[src/rtl/rbtt_pkg.sv]
package rbtt_pkg;

  // Largest flow the bitmap can hold, in packets.
  localparam int MAX_PKTS = 1024;

  // The bitmap is kept as words of WORD_W packets each.
  localparam int WORD_W = 32;
  localparam int NWORDS = MAX_PKTS / WORD_W;
  localparam int WIDX_W = $clog2(NWORDS);
  localparam int BOFF_W = $clog2(WORD_W);

  // Field widths.
  localparam int SEQ_W     = 10;
  localparam int CNT_W     = 11;
  localparam int TOK_W     = 16;
  localparam int ECHO_W    = 17;
  localparam int GAP_W     = 18;
  localparam int CFG_IDX_W = 2;
  localparam int MOD_CNT_W = $clog2(CNT_W);

  localparam logic [CNT_W-1:0] MAX_PKTS_C = CNT_W'(MAX_PKTS);
  localparam logic [CNT_W-1:0] CNT_SAT    = {CNT_W{1'b1}};
  localparam logic [TOK_W-1:0] TOK_SAT    = {TOK_W{1'b1}};

  typedef logic [1:0] op_t;
  localparam op_t OP_DATA  = 2'd0;
  localparam op_t OP_TOKEN = 2'd1;
  localparam op_t OP_RELAX = 2'd2;
  localparam op_t OP_CLEAR = 2'd3;

  typedef logic [2:0] status_t;
  localparam status_t STAT_OK       = 3'd0;
  localparam status_t STAT_DUP      = 3'd1;
  localparam status_t STAT_COMPLETE = 3'd2;
  localparam status_t STAT_NOTHING  = 3'd3;
  localparam status_t STAT_NO_INIT  = 3'd4;

  typedef logic [CFG_IDX_W-1:0] cfg_idx_t;
  localparam cfg_idx_t CFG_FLOW_SIZE   = 2'd0;
  localparam cfg_idx_t CFG_GOAL        = 2'd1;
  localparam cfg_idx_t CFG_TOKEN_WIN   = 2'd2;
  localparam cfg_idx_t CFG_SHORT_LIMIT = 2'd3;

  // Register values after reset.
  localparam logic [CNT_W-1:0] FLOW_SIZE_RST   = 11'd1;
  localparam logic [CNT_W-1:0] GOAL_RST        = 11'd1;
  localparam logic [CNT_W-1:0] TOKEN_WIN_RST   = 11'd1;
  localparam logic [CNT_W-1:0] SHORT_LIMIT_RST = 11'd8;

endpackage

[src/rtl/receive_bitmap_token_tracker_core.sv]
// Flow: a data arrival reads and checks its bitmap word, marks a new packet, then walks
//   the frontier word by word (no walk for a duplicate or when the frontier already sits
//   at the limit); a token issue scans words from the restart point, first reducing that
//   point modulo the flow size when it lies past the flow; relax gap, clear and an empty
//   search range go straight to the output. Throughput: one item at a time, the next start
//   is taken in the cycle the result strobe is high. Each bitmap word costs one memory read.
// Reset: synchronous, active low; registers return to defaults, all tracker state clears.
module receive_bitmap_token_tracker_core (
  input  logic                                 clk,
  input  logic                                 rst_n,
  input  logic                                 start,
  output logic                                 busy,
  input  rbtt_pkg::op_t                        in_op,
  input  logic [rbtt_pkg::SEQ_W-1:0]           in_pkt_num,
  input  logic [rbtt_pkg::TOK_W-1:0]           in_echo_tok,
  output logic                                 out_valid,
  output rbtt_pkg::status_t                    out_status,
  output logic [rbtt_pkg::CNT_W-1:0]           out_in_order_frontier,
  output logic [rbtt_pkg::CNT_W-1:0]           out_distinct_count,
  output logic                                 out_gap_within_window,
  output logic [rbtt_pkg::SEQ_W-1:0]           out_requested_seq,
  output logic [rbtt_pkg::TOK_W-1:0]           out_token_number,
  output logic [rbtt_pkg::CNT_W-1:0]           out_pkts_left,
  input  logic                                 cfg_valid,
  output logic                                 cfg_ready,
  input  rbtt_pkg::cfg_idx_t                   cfg_index,
  input  logic [rbtt_pkg::CNT_W-1:0]           cfg_data
);

  import rbtt_pkg::*;

  // The sequencer walks each item through a few states. Bitmap accesses go through
  // the read state (address presented, data registered) and an evaluate state that
  // consumes the registered word, so a write always lands before any later read.
  typedef enum logic [2:0] {
    ST_IDLE,
    ST_DRD,
    ST_DCHK,
    ST_MOD,
    ST_SRD,
    ST_SEV,
    ST_OUT
  } fsm_t;

  // What the shared word search is looking for.
  typedef enum logic [1:0] {
    MODE_FRONT,
    MODE_TOKA,
    MODE_TOKB
  } mode_t;

  fsm_t  state_r;
  mode_t mode_r;

  // Configuration registers.
  logic [CNT_W-1:0] flow_r;
  logic [CNT_W-1:0] goal_r;
  logic [CNT_W-1:0] window_r;
  logic [CNT_W-1:0] short_r;

  // Tracker state outside the bitmap.
  logic [CNT_W-1:0]         frontier_r;
  logic [CNT_W-1:0]         arrived_r;
  logic [TOK_W-1:0]         tokens_r;
  logic signed [ECHO_W-1:0] echo_r;
  logic [CNT_W-1:0]         last_req_r;
  logic                     started_r;

  // One valid bit per bitmap word; a word that is not valid reads as all clear.
  logic [NWORDS-1:0] row_vld_r;

  // Per-item context.
  op_t              op_r;
  logic [SEQ_W-1:0] dseq_r;
  logic             no_init_r;
  logic             dup_r;
  status_t          st_r;
  logic [SEQ_W-1:0] req_r;
  logic [TOK_W-1:0] tok_r;

  // Search window [p_r, e_r) and the token restart point.
  logic [CNT_W-1:0] p_r;
  logic [CNT_W-1:0] e_r;
  logic [CNT_W-1:0] s0_r;

  // Bit-serial remainder unit.
  logic [CNT_W-1:0]     v_r;
  logic [CNT_W-1:0]     rem_r;
  logic [MOD_CNT_W-1:0] mbit_r;

  // Registered result.
  logic             out_valid_r;
  status_t          out_status_r;
  logic [CNT_W-1:0] out_frontier_r;
  logic [CNT_W-1:0] out_count_r;
  logic             out_gap_r;
  logic [SEQ_W-1:0] out_req_r;
  logic [TOK_W-1:0] out_tok_r;
  logic [CNT_W-1:0] out_rem_r;

  // Bitmap memory.
  logic [WORD_W-1:0] mem [NWORDS];
  logic [WORD_W-1:0] mem_q_r;
  logic              rd_vld_r;
  logic              mem_re;
  logic [WIDX_W-1:0] mem_raddr;
  logic              mem_we;
  logic [WIDX_W-1:0] mem_waddr;
  logic [WORD_W-1:0] mem_wdata;

  // Combinational helpers.
  logic [CNT_W-1:0]          lim;
  logic [WORD_W-1:0]         word;
  logic                      bit_hit;
  logic [CNT_W-1:0]          vnext;
  logic [CNT_W-1:0]          rem_shift;
  logic [CNT_W-1:0]          rem_nxt;
  logic [WORD_W-1:0]         cand;
  logic                      found;
  logic [BOFF_W-1:0]         pos_off;
  logic [CNT_W-1:0]          pos;
  logic [CNT_W-1:0]          p_nxt;
  logic                      same_word;
  logic signed [GAP_W-1:0]   gap;
  logic                      gap_ok;
  logic [CNT_W-1:0]          rem_pkts;
  status_t                   data_status;
  logic signed [ECHO_W-1:0]  tseq_ext;
  logic signed [ECHO_W-1:0]  relax_echo;

  assign busy      = (state_r != ST_IDLE);
  assign cfg_ready = 1'b1;

  // Search limit is the flow size, capped at the bitmap size.
  assign lim = (flow_r < MAX_PKTS_C) ? flow_r : MAX_PKTS_C;

  // Memory port control. Reads happen only in the two read states; the single
  // write marks a new packet in the check state.
  always_comb begin
    mem_re    = (state_r == ST_DRD) || (state_r == ST_SRD);
    mem_raddr = (state_r == ST_DRD) ? dseq_r[SEQ_W-1:BOFF_W] : p_r[SEQ_W-1:BOFF_W];
  end

  assign word      = rd_vld_r ? mem_q_r : '0;
  assign bit_hit   = word[dseq_r[BOFF_W-1:0]];
  assign mem_we    = (state_r == ST_DCHK) && !bit_hit;
  assign mem_waddr = dseq_r[SEQ_W-1:BOFF_W];
  assign mem_wdata = word | (WORD_W'(1) << dseq_r[BOFF_W-1:0]);

  always_ff @(posedge clk) begin
    if (mem_we) begin
      mem[mem_waddr] <= mem_wdata;
    end
    if (mem_re) begin
      mem_q_r  <= mem[mem_raddr];
      rd_vld_r <= row_vld_r[mem_raddr];
    end
  end

  // The restart point is one past the last requested packet. The reset value of
  // minus one wraps to zero in eleven bits.
  assign vnext = last_req_r + 11'd1;

  // One restoring remainder step: shift in the next dividend bit, subtract if it fits.
  assign rem_shift = {rem_r[CNT_W-2:0], v_r[CNT_W-1]};
  assign rem_nxt   = (rem_shift >= lim) ? (rem_shift - lim) : rem_shift;

  // Word search: clear bits at or above the start offset, and below the end of the
  // window if the window ends inside this word. The lowest such bit wins.
  assign same_word = (p_r[CNT_W-1:BOFF_W] == e_r[CNT_W-1:BOFF_W]);

  always_comb begin
    for (int j = 0; j < WORD_W; j++) begin
      cand[j] = !word[j] && (BOFF_W'(j) >= p_r[BOFF_W-1:0]) &&
                (!same_word || (BOFF_W'(j) < e_r[BOFF_W-1:0]));
    end
  end

  always_comb begin
    pos_off = '0;
    for (int j = WORD_W - 1; j >= 0; j--) begin
      if (cand[j]) begin
        pos_off = BOFF_W'(j);
      end
    end
  end

  assign found = |cand;
  assign pos   = {p_r[CNT_W-1:BOFF_W], pos_off};
  assign p_nxt = {p_r[CNT_W-1:BOFF_W] + 1'b1, {BOFF_W{1'b0}}};

  // Token gap is issued minus largest echo minus one, compared signed.
  assign gap    = $signed({2'b00, tokens_r}) - $signed({echo_r[ECHO_W-1], echo_r}) -
                  18'sd1;
  assign gap_ok = (gap <= $signed({7'b0000000, window_r}));

  assign rem_pkts = (flow_r > arrived_r) ? (flow_r - arrived_r) : '0;

  // A missing initial grant overrides everything; completion beats a duplicate.
  always_comb begin
    if (no_init_r) begin
      data_status = STAT_NO_INIT;
    end else if (arrived_r >= goal_r) begin
      data_status = STAT_COMPLETE;
    end else if (dup_r) begin
      data_status = STAT_DUP;
    end else begin
      data_status = STAT_OK;
    end
  end

  assign tseq_ext   = $signed({1'b0, in_echo_tok});
  assign relax_echo = $signed({1'b0, tokens_r}) - $signed({6'b000000, window_r});

  always_ff @(posedge clk) begin
    if (!rst_n) begin
      state_r     <= ST_IDLE;
      mode_r      <= MODE_FRONT;
      flow_r      <= FLOW_SIZE_RST;
      goal_r      <= GOAL_RST;
      window_r    <= TOKEN_WIN_RST;
      short_r     <= SHORT_LIMIT_RST;
      frontier_r  <= '0;
      arrived_r   <= '0;
      tokens_r    <= '0;
      echo_r      <= '1;
      last_req_r  <= '1;
      started_r   <= 1'b0;
      row_vld_r   <= '0;
      out_valid_r <= 1'b0;
    end else begin
      // The result strobe lasts exactly the cycle after the output state.
      out_valid_r <= (state_r == ST_OUT);

      // The user sends configuration beats only while the block is idle; it is not enforced.
      if (cfg_valid && cfg_ready) begin
        case (cfg_index)
          CFG_FLOW_SIZE:   flow_r   <= cfg_data;
          CFG_GOAL:        goal_r   <= cfg_data;
          CFG_TOKEN_WIN:   window_r <= cfg_data;
          CFG_SHORT_LIMIT: short_r  <= cfg_data;
          default: ;
        endcase
      end

      case (state_r)
        ST_IDLE: begin
          if (start) begin
            op_r      <= in_op;
            dseq_r    <= in_pkt_num;
            // Only the first data packet of a flow that is too long (or empty) for an
            // initial grant is flagged.
            no_init_r <= (in_op == OP_DATA) && !started_r &&
                         !((flow_r != '0) && (flow_r <= short_r));
            dup_r     <= 1'b0;
            st_r      <= ((in_op == OP_TOKEN) && (lim == '0)) ? STAT_NOTHING : STAT_OK;
            req_r     <= '0;
            tok_r     <= '0;
            case (in_op)
              OP_DATA: begin
                // The first data packet either grants a short flow all its tokens
                // up front or flags that no initial tokens were given.
                if (!started_r) begin
                  started_r <= 1'b1;
                  if ((flow_r != '0) && (flow_r <= short_r)) begin
                    tokens_r   <= TOK_W'(flow_r);
                    last_req_r <= flow_r - 11'd1;
                  end
                end
                if (tseq_ext > echo_r) begin
                  echo_r <= tseq_ext;
                end
                state_r <= ST_DRD;
              end
              OP_TOKEN: begin
                if (lim == '0) begin
                  state_r <= ST_OUT;
                end else if (vnext < lim) begin
                  s0_r    <= vnext;
                  p_r     <= vnext;
                  e_r     <= lim;
                  mode_r  <= MODE_TOKA;
                  state_r <= ST_SRD;
                end else begin
                  // The restart point is past the flow, so reduce it modulo the size.
                  v_r     <= vnext;
                  rem_r   <= '0;
                  mbit_r  <= '0;
                  state_r <= ST_MOD;
                end
              end
              OP_RELAX: begin
                echo_r  <= relax_echo;
                state_r <= ST_OUT;
              end
              OP_CLEAR: begin
                frontier_r <= '0;
                arrived_r  <= '0;
                tokens_r   <= '0;
                echo_r     <= '1;
                last_req_r <= '1;
                started_r  <= 1'b0;
                row_vld_r  <= '0;
                state_r    <= ST_OUT;
              end
              default: state_r <= ST_OUT;
            endcase
          end
        end

        ST_DRD: begin
          state_r <= ST_DCHK;
        end

        ST_DCHK: begin
          if (bit_hit) begin
            dup_r   <= 1'b1;
            state_r <= ST_OUT;
          end else begin
            // The memory port writes the marked word at this edge.
            row_vld_r[dseq_r[SEQ_W-1:BOFF_W]] <= 1'b1;
            if (arrived_r != CNT_SAT) begin
              arrived_r <= arrived_r + 11'd1;
            end
            if (frontier_r < lim) begin
              p_r     <= frontier_r;
              e_r     <= lim;
              mode_r  <= MODE_FRONT;
              state_r <= ST_SRD;
            end else begin
              state_r <= ST_OUT;
            end
          end
        end

        ST_MOD: begin
          rem_r  <= rem_nxt;
          v_r    <= {v_r[CNT_W-2:0], 1'b0};
          mbit_r <= mbit_r + 1'b1;
          if (mbit_r == MOD_CNT_W'(CNT_W - 1)) begin
            s0_r    <= rem_nxt;
            p_r     <= rem_nxt;
            e_r     <= lim;
            mode_r  <= MODE_TOKA;
            state_r <= ST_SRD;
          end
        end

        ST_SRD: begin
          state_r <= ST_SEV;
        end

        ST_SEV: begin
          if (found) begin
            if (mode_r == MODE_FRONT) begin
              frontier_r <= pos;
            end else begin
              last_req_r <= pos;
              req_r      <= pos[SEQ_W-1:0];
              tok_r      <= tokens_r;
              if (tokens_r != TOK_SAT) begin
                tokens_r <= tokens_r + 16'd1;
              end
            end
            state_r <= ST_OUT;
          end else if (p_nxt >= e_r) begin
            // This window is exhausted.
            case (mode_r)
              MODE_FRONT: begin
                frontier_r <= e_r;
                state_r    <= ST_OUT;
              end
              MODE_TOKA: begin
                // Wrap to the frontier; everything below it is already marked, and
                // from the restart point up has just been searched.
                if (frontier_r < s0_r) begin
                  p_r     <= frontier_r;
                  e_r     <= s0_r;
                  mode_r  <= MODE_TOKB;
                  state_r <= ST_SRD;
                end else begin
                  st_r    <= STAT_NOTHING;
                  state_r <= ST_OUT;
                end
              end
              default: begin
                st_r    <= STAT_NOTHING;
                state_r <= ST_OUT;
              end
            endcase
          end else begin
            p_r     <= p_nxt;
            state_r <= ST_SRD;
          end
        end

        ST_OUT: begin
          out_status_r   <= (op_r == OP_DATA) ? data_status : st_r;
          out_frontier_r <= frontier_r;
          out_count_r    <= arrived_r;
          out_gap_r      <= gap_ok;
          out_req_r      <= req_r;
          out_tok_r      <= tok_r;
          out_rem_r      <= rem_pkts;
          state_r        <= ST_IDLE;
        end

        default: state_r <= ST_IDLE;
      endcase
    end
  end

  assign out_valid             = out_valid_r;
  assign out_status            = out_status_r;
  assign out_in_order_frontier = out_frontier_r;
  assign out_distinct_count    = out_count_r;
  assign out_gap_within_window = out_gap_r;
  assign out_requested_seq     = out_req_r;
  assign out_token_number      = out_tok_r;
  assign out_pkts_left         = out_rem_r;

  // An accepted item always makes the block busy in the cycle after it is accepted.
  a_accept_busy: assert property (@(posedge clk) disable iff (!rst_n)
    (start && !busy) |=> busy)
    else $error("accepted item did not make the block busy");

  // A result beat appears only as the block returns to idle.
  a_out_idle: assert property (@(posedge clk) disable iff (!rst_n)
    out_valid |-> !busy)
    else $error("result strobe while busy");

  // Each item produces a single result beat.
  a_out_single: assert property (@(posedge clk) disable iff (!rst_n)
    out_valid |=> !out_valid)
    else $error("result strobe held for two cycles");

  // The search window is never empty when a word is evaluated.
  a_search_window: assert property (@(posedge clk) disable iff (!rst_n)
    (state_r == ST_SEV) |-> (p_r < e_r))
    else $error("word search evaluated with an empty window");

  // The frontier never runs past the bitmap.
  a_frontier_bound: assert property (@(posedge clk) disable iff (!rst_n)
    frontier_r <= MAX_PKTS_C)
    else $error("frontier beyond bitmap size");

endmodule

[config.mk]
export PLATFORM = sky130hd
export DESIGN_NAME = receive_bitmap_token_tracker_core
export DESIGN_NICKNAME = d
export VERILOG_FILES = /design/src/rtl/rbtt_pkg.sv /design/src/rtl/receive_bitmap_token_tracker_core.sv
export SDC_FILE = /design/constraint.sdc
export NUM_CORES = 2
export LEC_CHECK = 0
export BUFFER_PORTS_ARGS = -buffer_cell sky130_fd_sc_hd__buf_2
export CAP_MARGIN = 40
export CORE_MARGIN = 8
export CORE_UTILIZATION = 65
export DETAILED_ROUTE_END_ITERATION = 16
export PLACE_DENSITY = 0.82
export SLEW_MARGIN = 20
export SYNTH_ARGS = -nofsm -noshare
export SYNTH_HDL_FRONTEND = slang
export SYNTH_SLANG_ARGS = --single-unit
[constraint.sdc]
create_clock -name clk -period 10.3 [get_ports clk]
set_input_delay 2.06 -clock clk [delete_from_list [all_inputs] [get_ports clk]]
set_output_delay 2.06 -clock clk [all_outputs]
set_load 0.05 [all_outputs]
==> flow_summary_export.csv <==
group,metric,value,unit
routing,drcViolationCount,0,
cells_and_area,layout.area.seq,0.0396,mm2
power_and_ir_drop,power_density,266,mW/mm2
clock_tree,clk_path_buf_depth,3,
sta,relSlewSlack,18.0,%
routing,via_per_inst,6.73,
sta,max_freq,0.206,GHz
synthesis,synth_top_cells_by_area,"edfxtp_1 60%, nand2_1 4.9%, dfxtp_1 4.9%, a211oi_1 4.6%, ha_1 3.0%",
clock_tree,cts_setup_buffers,0,
sta,tns,0,ps
place,place_ws,5630,ps
synthesis,syn_nets,5264,
worst_setup_path,crit_path_start,"p_r[6]$_DFFE_PP_",
clock_tree,root_buffer,"clkbuf_16",
worst_setup_path,worstRegToRegCells,10,
global_route,grt_pass1_wl,245000,um
synthesis,synth_top_cell_area_share,59.8,%
run,drv_cap,0,
worst_setup_path,path_buf_inv,1,
worst_setup_path,critPathMaxStageDelay,800,ps
clock_tree,clk_latency,760,ps
routing,routed_wl,166000,um
clock_tree,clock-sinks,1368,
synthesis,synth.distinct_cells,97,
sta,final_max_slew_viol_count,0,
cells_and_area,fin_area,0.0680,mm2
floorplan,die_y,323,um
floorplan,coreArea,0.0933,mm2
floorplan,io_pins,111,
worst_setup_path,critPathKind,"flip-flop to flip-flop",
synthesis,synth_top_area_cell,"edfxtp_1",
place,io_buffers,109,
floorplan,fp.dieW,323,um
worst_setup_path,path_depth,10,
place,place_hpwl,93400,um
place,dp_cells,6212,
cells_and_area,fillers,5805,
sta,setup_viol,0,
worst_setup_path,critPathCapture,"p_r[3]$_DFFE_PP_",
power_and_ir_drop,peakVddDrop,275,uV
worst_setup_path,required,10740,ps
clock_tree,cts.repair.resized,0,
routing,drtIter0Drc,6247,
cells_and_area,multi_input_area,0.0203,mm2
worst_setup_path,regToRegSetupSlack,5450,ps
worst_setup_path,critPathCaptureType,"flip-flop",
sta,setup_slack,5450,ps
worst_setup_path,reg2reg_from,"p_r[6]$_DFFE_PP_",
global_route,gr-total-overflow,0,
clock_tree,cts_made_buffers,137,
worst_setup_path,critPathTopFamily,"simple AND/OR/NAND/NOR gates",
clock_tree,path_clk_slew,60,ps
worst_setup_path,start_kind,"flip-flop",
synthesis,avgSynthCellArea,12.1,um2
floorplan,start_util,65.6,%
place,gp_congestion,1.00,
synthesis,synthCells,5069,
routing,wl_per_cell,25.6,um
synthesis,synth-seq-cells,1368,
routing,first_pass_iters,6,
synthesis,ys_warn_count,0,
global_route,grt_usage,31.0,%
floorplan,row_count,112,
floorplan,die_area,0.104,mm2
synthesis,netlist_area,0.0613,mm2
global_route,antenna_found_initial,3,
worst_setup_path,timing.rr.end,"p_r[3]$_DFFE_PP_",
sta,fin_crit_sh,47.1,%
sta,rsz0062_at_grt,"no",
cells_and_area,fin_cells,6460,
global_route,grt_max_degree,220,
routing,vias,43500,
sta,hold_violations,0,
synthesis,synth-edff-count,1219,
synthesis,synthArstFlopShare,0,%
place,place_area,0.0636,mm2
sta,period_minus_slack,4850,ps
worst_hold_path,hold_class,"flip-flop to flip-flop",
synthesis,ys.flop_type,"edfxtp_1",
sta,fin_skew,34.1,ps
synthesis,ys_seq_area_share,64.6,%
clock_tree,htreeDepth,4,
routing,ant_nets,0,
power_and_ir_drop,p_leak,23.6,nW
cells_and_area,drive_gt1_share,10.2,%
worst_setup_path,cp_max_fo,13,
cells_and_area,layout-area-overhead-vs-synth,11.0,%
worst_setup_path,slowest_stage,"o311ai_0",
worst_setup_path,arrival,5290,ps
clock_tree,cts_tree,"yes",
run_status,status,"finished clean",
global_route,first_global_vias,40900,
clock_tree,hold_buffers,0,
cells_and_area,fin_nets,5296,
sta,tightest_slew,1230,ps
worst_setup_path,path_cells,"xnor2_1 > nand4_1 > o311ai_0 > nor4b_4 > nand4_2 > or3_1 > o21ai_1 > nand2_1 > nor3_1 > buf_4",
==> kinds of logic (layout without fill, tap and decap cells) <==
logic type               after synthesis  after routing  share of synthesized area (%)
multiplexers                          67             67                           1.27
other                                  1              2                        0.00612
flip-flops                          1368           1368                           64.6
AND/OR/NAND/NOR                     1627           1627                           12.4
AO/OA/AOI/OAI                       1329           1329                           14.7
adder cells (fa/ha/maj)              150            150                           3.11
XOR/XNOR                              60             60                          0.895
buffers and inverters                467            603                           2.98
==> sequential cells by signal (all words and copies together), names as in the netlist, 16 cells and up <==
name / cells
echo_r: 17
mem: 1024
mem_q_r: 32
out_token_number: 16
row_vld_r: 32
tok_r: 16
tokens_r: 16
==> final cells by class <==
| cell class | count | share of cell area, % |
|---|---|---|
| flip-flops and latches | 1368 | 58.2 |
| clock buffers | 178 | 5.45 |
| inverters | 133 | 0.734 |
| clock inverters | 65 | 0.854 |
| repair buffers | 227 | 2.56 |
| diodes | 1 | 0.00368 |
| multi-input cells | 3234 | 29.9 |
| well taps | 1254 | 2.31 |
==> per-layer routing <==
| metal | vias to the layer above | wire length, um | GRT usage (%) |
|---|---|---|---|
| li1 | 19100 | - | - |
| met1 | 20900 | 60700 | 40.6 |
| met2 | 2862 | 77400 | 49.6 |
| met3 | 555 | 19100 | 6.17 |
| met4 | 2 | 8510 | 15.4 |
| met5 | - | 13 | 0 |
==> synth_stat cells, types with 7 or more instances <==
library cell,number
edfxtp_1,1219
and2_0,8
and2_1,279
o22ai_1,8
and3_1,32
a21o_1,53
o31ai_1,10
ha_1,146
or2_2,11
buf_1,17
mux2i_1,55
nand2_1,801
mux4_2,8
inv_1,131
nor4_1,10
a21oi_1,242
a211oi_1,376
o211ai_1,18
nand2b_1,27
o21a_1,18
a21boi_0,9
o21ai_0,176
clkbuf_1,291
nand3b_1,9
dfxtp_1,149
a2111oi_0,11
nand4_1,18
nor2b_1,23
nor2_1,235
nand3_1,55
nor3_1,57
a41oi_1,7
a221oi_1,11
o21ai_1,11
or3_1,25
xor2_1,17
o2bb2ai_1,7
a31oi_1,169
buf_2,18
xnor2_1,40
a311oi_1,134
==> stage by stage <==
step | total power, mW | hold slack [ps] | util (%)
after floorplan | 11.4 | 400 | -
after global placement | 12.9 | 401 | 67.7
after detailed placement | 13.2 | 405 | 68.2
after CTS | 18.0 | 418 | 72.8
after global routing | 18.8 | 426 | 72.8
final | 18.1 | 415 | 72.8
==> layout by cell type (no fill, tap or decap), types with 17 or more instances in the layout <==
cell,n
edfxtp_1,1219
nand2_1,801
a211oi_1,376
and2_1,279
a21oi_1,240
nor2_1,202
a31oi_1,168
dfxtp_1,149
ha_1,146
o21ai_0,144
clkbuf_16,141
a311oi_1,134
inv_1,131
buf_2,109
buf_4,79
nor3_1,57
nand3_1,55
a21o_1,53
mux2i_1,50
xnor2_1,40
nor2_4,34
clkbuf_1,33
and3_1,32
nand2b_1,27
or3_1,25
nor2b_1,23
o21ai_1,21
clkinv_1,21
o21ai_2,20
nand4_1,18
o21a_1,18
o211ai_1,18
buf_6,18
xor2_1,17
==> worst min-delay path by stage <==
stage,start,to,slack (ps),depth (start not counted)
2_1_floorplan,req_r[0]$_SDFFCE_PN0P_,out_requested_seq[0]$_DFFE_PP_,400,0
3_3_place_gp,req_r[2]$_SDFFCE_PN0P_,out_requested_seq[2]$_DFFE_PP_,400,0
3_5_place_dp,tok_r[3]$_SDFFCE_PN0P_,out_token_number[3]$_DFFE_PP_,400,0
4_1_cts,req_r[0]$_SDFFCE_PN0P_,out_requested_seq[0]$_DFFE_PP_,420,0
5_1_grt,req_r[4]$_SDFFCE_PN0P_,out_requested_seq[4]$_DFFE_PP_,430,0
6_report,req_r[0]$_SDFFCE_PN0P_,out_requested_seq[0]$_DFFE_PP_,420,0
==> power by group <==
part	leakage, nW	switching [mW]	total (mW)	internal (mW)
clock network	2.07	2.09	4.76	2.66
registers	12.4	0.325	7.36	7.04
logic	9.11	4.07	5.97	1.89
(Power assumes the default switching activity.)
